<file path="src/hdl/tmlr_pkg.sv">
// Shared constants, types and the palette shading function of the tile map line renderer.
`timescale 1ns / 1ps
package tmlr_pkg;

    localparam int VRAM_BYTES          = 8192;
    localparam int VRAM_AW             = $clog2(VRAM_BYTES);
    localparam int TILES_PER_LINE_DEF  = 32;
    localparam int COL_W               = 5;

    // opcodes of an input item
    localparam logic [1:0] OP_WRITE        = 2'd0;
    localparam logic [1:0] OP_RENDER_BG    = 2'd1;
    localparam logic [1:0] OP_RENDER_WIN   = 2'd2;

    // configuration register indexes
    localparam logic [1:0] CFG_BG_MAP_HIGH    = 2'd0;
    localparam logic [1:0] CFG_WIN_MAP_HIGH   = 2'd1;
    localparam logic [1:0] CFG_UNSIGNED_DATA  = 2'd2;
    localparam logic [1:0] CFG_BG_PALETTE     = 2'd3;

    // address unit operations
    localparam logic [1:0] AG_MAP   = 2'd0;
    localparam logic [1:0] AG_TILE  = 2'd1;
    localparam logic [1:0] AG_NEXT  = 2'd2;

    localparam logic [VRAM_AW-1:0] SIGNED_DATA_BASE = 13'h0800;

    typedef struct packed {
        logic [1:0]         op;
        logic               map_high;
        logic [4:0]         map_row;
        logic [COL_W-1:0]   col;
        logic [7:0]         tile_id;
        logic               unsigned_data;
        logic [2:0]         tile_row;
        logic [VRAM_AW-1:0] prev_addr;
    } agen_req_t;

    function automatic logic [15:0] shade_row(input logic [7:0] palette,
                                              input logic [7:0] lo,
                                              input logic [7:0] hi);
        logic [15:0] shades;
        logic [1:0]  color;
        shades = '0;
        for (int j = 0; j < 8; j++)
        begin
            color = {hi[7-j], lo[7-j]};
            shades[2*j +: 2] = palette[{color, 1'b0} +: 2];
        end
        return shades;
    endfunction

endpackage

</file>
<file path="src/hdl/tmlr_agen.sv">
// Shared address unit: one adder forms map, tile row and second tile byte addresses.
`timescale 1ns / 1ps
module tmlr_agen (
    input  tmlr_pkg::agen_req_t          req,
    output logic [tmlr_pkg::VRAM_AW-1:0] addr
);
    import tmlr_pkg::*;

    logic [VRAM_AW-1:0] base;
    logic [VRAM_AW-1:0] offset;

    always_comb
    begin
        unique case (req.op)
            AG_MAP:
            begin
                // map at 0x1800 or 0x1C00, 32 entries per map row
                base   = {2'b11, req.map_high, 10'd0};
                offset = {3'd0, req.map_row, req.col};
            end
            AG_TILE:
            begin
                if (req.unsigned_data)
                begin
                    base   = '0;
                    offset = {1'b0, req.tile_id, req.tile_row, 1'b0};
                end
                else
                begin
                    base   = SIGNED_DATA_BASE;
                    offset = {1'b0, ~req.tile_id[7], req.tile_id[6:0], req.tile_row, 1'b0};
                end
            end
            AG_NEXT:
            begin
                base   = req.prev_addr;
                offset = {{(VRAM_AW-1){1'b0}}, 1'b1};
            end
            default:
            begin
                base   = '0;
                offset = '0;
            end
        endcase
    end

    assign addr = base + offset;

endmodule

</file>
<file path="config.mk">
export PLATFORM = sky130hd
export DESIGN_NAME = tmlr_agen
export DESIGN_NICKNAME = d
export VERILOG_FILES = /design/src/hdl/tmlr_pkg.sv /design/src/hdl/tmlr_agen.sv
export SDC_FILE = /design/constraint.sdc
export NUM_CORES = 1
export LEC_CHECK = 0
export BUFFER_PORTS_ARGS = -buffer_cell sky130_fd_sc_hd__buf_2
export CAP_MARGIN = 5
export CORE_ASPECT_RATIO = 1.1
export CORE_UTILIZATION = 46
export DETAILED_ROUTE_END_ITERATION = 10
export PLACE_DENSITY = 0.89
export RECOVER_POWER = 50
export SLEW_MARGIN = 0
export SYNTH_ARGS = -nofsm -noshare
export SYNTH_HDL_FRONTEND = slang
export SYNTH_SLANG_ARGS = --single-unit
</file>
<file path="constraint.sdc">
create_clock -name vclk -period 3
set_input_delay 0.3 -clock vclk [all_inputs]
set_output_delay 0.3 -clock vclk [all_outputs]
set_load 0.02 [all_outputs]
</file>
* Yosys cells after proc, flatten, opt, wreduce, memory -nomap -nowiden
Cells that the tools add are included.
Word-level totals: output and inout bits 13, flip-flop bits (word level) 0, logic and storage cells 9
Cells by class: mux-type cells 4, eq/ne operators 2, add/sub/neg operators 1, reduce and logical (&&, ||, !) cells 1, bitwise gates (word level) 1
Operator list (count):
- case mux 13 bit (3 select lines) | 1
- case mux 12 bit (3 select lines) | 1
- 2-to-1 mux 12 bit | 2
- adder 13 bit | 1
- equality test 2 x 1 -> 1 bit (second input constant) | 1
- equality test 2 bit (second input constant) | 1
- logical NOT 2 bit | 1
- NOT 1 bit | 1

* Longest topological paths before layout
depth after elaboration 4, gate-level depth with buffers 10

* Worst setup path before layout
OpenSTA, ideal clock, no wires.
path kind input to output, start point in req[37] (netlist name), end point out addr[12] (netlist name), buffers on the path 1, data arrival time 2.453 ns, stages 9, data required time 2.700 ns, path slack 0.247 ns, cell sequence buf_2 > nor2b_1 > nand2_1 > fa_1 > nand2b_1 > a21oi_2 > nor2_1 > o41ai_2 > xor2_1
On the way: longest elaborated chain between the ends 3, elaborated cells on any way between the ends 6, those cells by class 1 x add/sub; 2 x eq/ne; 2 x mux; 1 x reduce/logical
RTL lines:
- from (decl) | RTL line tmlr_agen.sv:4 | input tmlr_pkg::agen_req_t req,
- equality test 2 bit (tied with other cells) | RTL line tmlr_agen.sv:14 | unique case (req.op)
- case mux 13 bit (3 select lines) or case mux 12 bit (3 select lines) (tied branches) | RTL line tmlr_agen.sv:14
- adder 13 bit (*) | RTL line tmlr_agen.sv:47 | assign addr = base + offset;
- to (decl) | RTL line tmlr_agen.sv:5 | output logic [tmlr_pkg::VRAM_AW-1:0] addr
Mark *: on every way between the ends. The rest lies on a longest branch, timed or not.

* Worst setup path in the final report
start point in req[36] (netlist name), end point out addr[8] (netlist name)
The elaborated chain is that of the path after synthesis.

==> results.md <==
- CP dominant cell by count: buf_2
- Minimum clock period: 2780 ps
- RSZ-0062 raised after global routing: no
- CP peak stage delay: 460 ps
- Cts repair resizes: 0
- Core Area: 0.00163 mm²
- Syn-to-layout area delta: 32.7%
- Tcrit/Tclk final: between 90% and 100%
- Vias: 1,039
- Worst-path cell chain: buf_2 -> mux2i_1 -> or2_2 -> fa_1 -> nand2b_1 -> a21oi_2 -> and2b_2 -> o21ai_0 -> xor2_1 -> buf_2
- HP Class: primary input to output pin
- Syn. warnings: 0
- Setup crit end kind: output pin
- Aggregate global routing overflow: 0
- CP startpoint kind: primary input
- GPL Wtd Cong: a little under 0.9
- Critical path class: primary input to output pin
- Register share of total power: 0%
- Netlist Area Pre-Place: 845 µm²
- Cell variety after synth: 34
- Mapped Cells: 121
- Switch share: 57.0%
- Fin util: 68.7%
- Sequential cell count: 0
- Status: complete, no violations
- Worst slew pin tran: between 300 and 400 ps
- DR vias/cell: 5.53
- N_diodes: 0
- Switching power total: approximately 110 µW
- Starting density of the core: approximately 52%
- Die W: 42.9 µm
- Die Span Y: 46.9 µm
- Initial antenna violation count: 0
- Cell Int Power: between 70 and 80 µW
- Sequential element share of the synthesized area: 0%
- Critical Path Fanout Max: 7
- Final setup fails: 0
- Clk pwr share: 0%
- Final Slew Violations: 0
- Comb power frac: 100.0%
- Number of routed nets with antenna violations: 0
- Fin. Hold Viols: 0
- Worst Path Required: 2700 ps
- Post-CTS Hold Fix Bufs: 0
- Syn nets: 171
- Slew HR: 78.5%
- DP Worst Slack: 237 ps
- Fill count: ~140
- DR iter-0 viols: 13
- DRC: 0
- Hold Crit Start: req[0]
- Input/output buffers: 51
- FP Rows: 15
- Fmax achieved: 360 MHz
- Fraction of layout cells with a size suffix above 1: 32.7%
- Vias in the first global route: about 1,000
- Leading cell type in the layout, fill and taps excluded: buf_2
- Avg Cell Area, Syn: 6.98 µm²
- Final WL: between 2000 and 2500 µm
- Source of the critical timing path: req[36]
- Final TNS setup: 0 ps
- Max-cap viol count: 0
- Final net count: 223
- Die area: 0.00201 mm²
- Cell area power density: 165 mW/mm²
- Leading cell types in the layout, fill and taps excluded: 48 x buf_2, 14 x nor2_1, 13 x a21oi_1, 11 x ha_1, 10 x mux2i_1
- Largest net degree at the start of global routing: 14
- GRT Util Overall: around 24%
- Setup ws final: 222 ps
- Setup Buffers After CTS: 0
- DR WL/cell: about 12 µm
- P_leak: 0.000646 µW
- Boundary pin count: 51
- Crit path DAT: 2480 ps
- Worst vdd ir: 0.0840 mV
- CP max-delay cell: fa_1
- First-pass GRT wire length: slightly below 4000 µm
- CLK BUF: 0
- Reg area: 0 µm²
- Drt pass-1 iters: 4
- Post-DP HPWL: ~2000 µm
-- power by group through the flow --
stage | combinational, µW | clock [µW] | sequential (µW)
after floorplan | 123 | 0 | 0
after global placement | 181 | 0 | 0
after detailed placement | 186 | 0 | 0
after CTS | 187 | 0 | 0
after global routing | 204 | 0 | 0
final | 185 | 0 | 0
-- layout make-up --
cell class,count,area [µm²],area share (%)
inverters,6,22.5,2.01
multi-input cells,111,803,71.7
repair buffers,54,274,24.4
well taps,17,21.3,1.90
-- cell usage after synthesis --
cell type	n	area share, %
and2b_2	1	1.0
clkbuf_1	1	0.44
nand2b_1	4	3.0
o31ai_1	1	0.89
fa_1	1	2.4
nor2_1	14	6.2
a21oi_2	1	1.0
nor3_1	2	1.2
and3b_1	1	1.0
nand3b_4	1	2.4
xor2_1	5	5.2
a2bb2oi_1	1	1.0
o211ai_1	3	2.7
xnor2_1	6	6.2
nand2_1	9	4.0
o41ai_2	1	1.9
o22a_1	1	1.0
nand3_1	1	0.59
or2_2	1	0.74
inv_1	6	2.7
nand4_1	1	0.74
and2_1	9	6.7
buf_2	3	1.8
o21a_1	1	0.89
nor2b_1	1	0.74
a21o_1	1	0.89
ha_1	11	16
o21bai_1	1	0.89
mux2i_1	10	12
o21ai_1	1	0.59
a211oi_1	1	0.89
nor3b_1	1	0.89
o21ai_0	6	3.6
a21oi_1	13	7.7
-- routing by layer --
metal,share of wire (%),vias to the layer above,track usage (%)
met1,41,474,27.2
met4,0.73,0,1.88
li1,-,527,-
met2,55,36,52.7
met3,3.8,2,0.385
met5,0,-,0
-- metrics by stage --
stage	instances	total power [µW]	instance area (µm²)	hold slack [ps]
global route	188	204	1120	952
finish	188	185	1120	933
detailed placement	188	186	1120	937
floorplan	121	123	845	739
CTS	188	187	1120	937
global placement	188	181	1120	927
-- cells by family after synthesis --
kind of cell / share of synthesized area, %
AOI/OAI and AO/OA: 24.0
buffers and inverters: 4.89
xor gates and xnor gates: 11.4
and+or+nand+nor: 29.2
adders and majority gates: 18.7
muxes: 11.9
-- worst max-delay path, delay by kind of cell --
family | cells | cell delay [ps]
AOI/OAI and AO/OA | 2 | 330
and+or+nand+nor | 3 | 730
xor gates and xnor gates | 1 | 180
muxes | 1 | 130
buffers and inverters | 2 | 350
adders and majority gates | 1 | 460
-- final timing paths --
kind	cells after the start	slack, ps	end
worst min-delay path	3	930	addr[0]
worst max-delay path	10	220	addr[8]
Power figures use the tool's default switching activity.
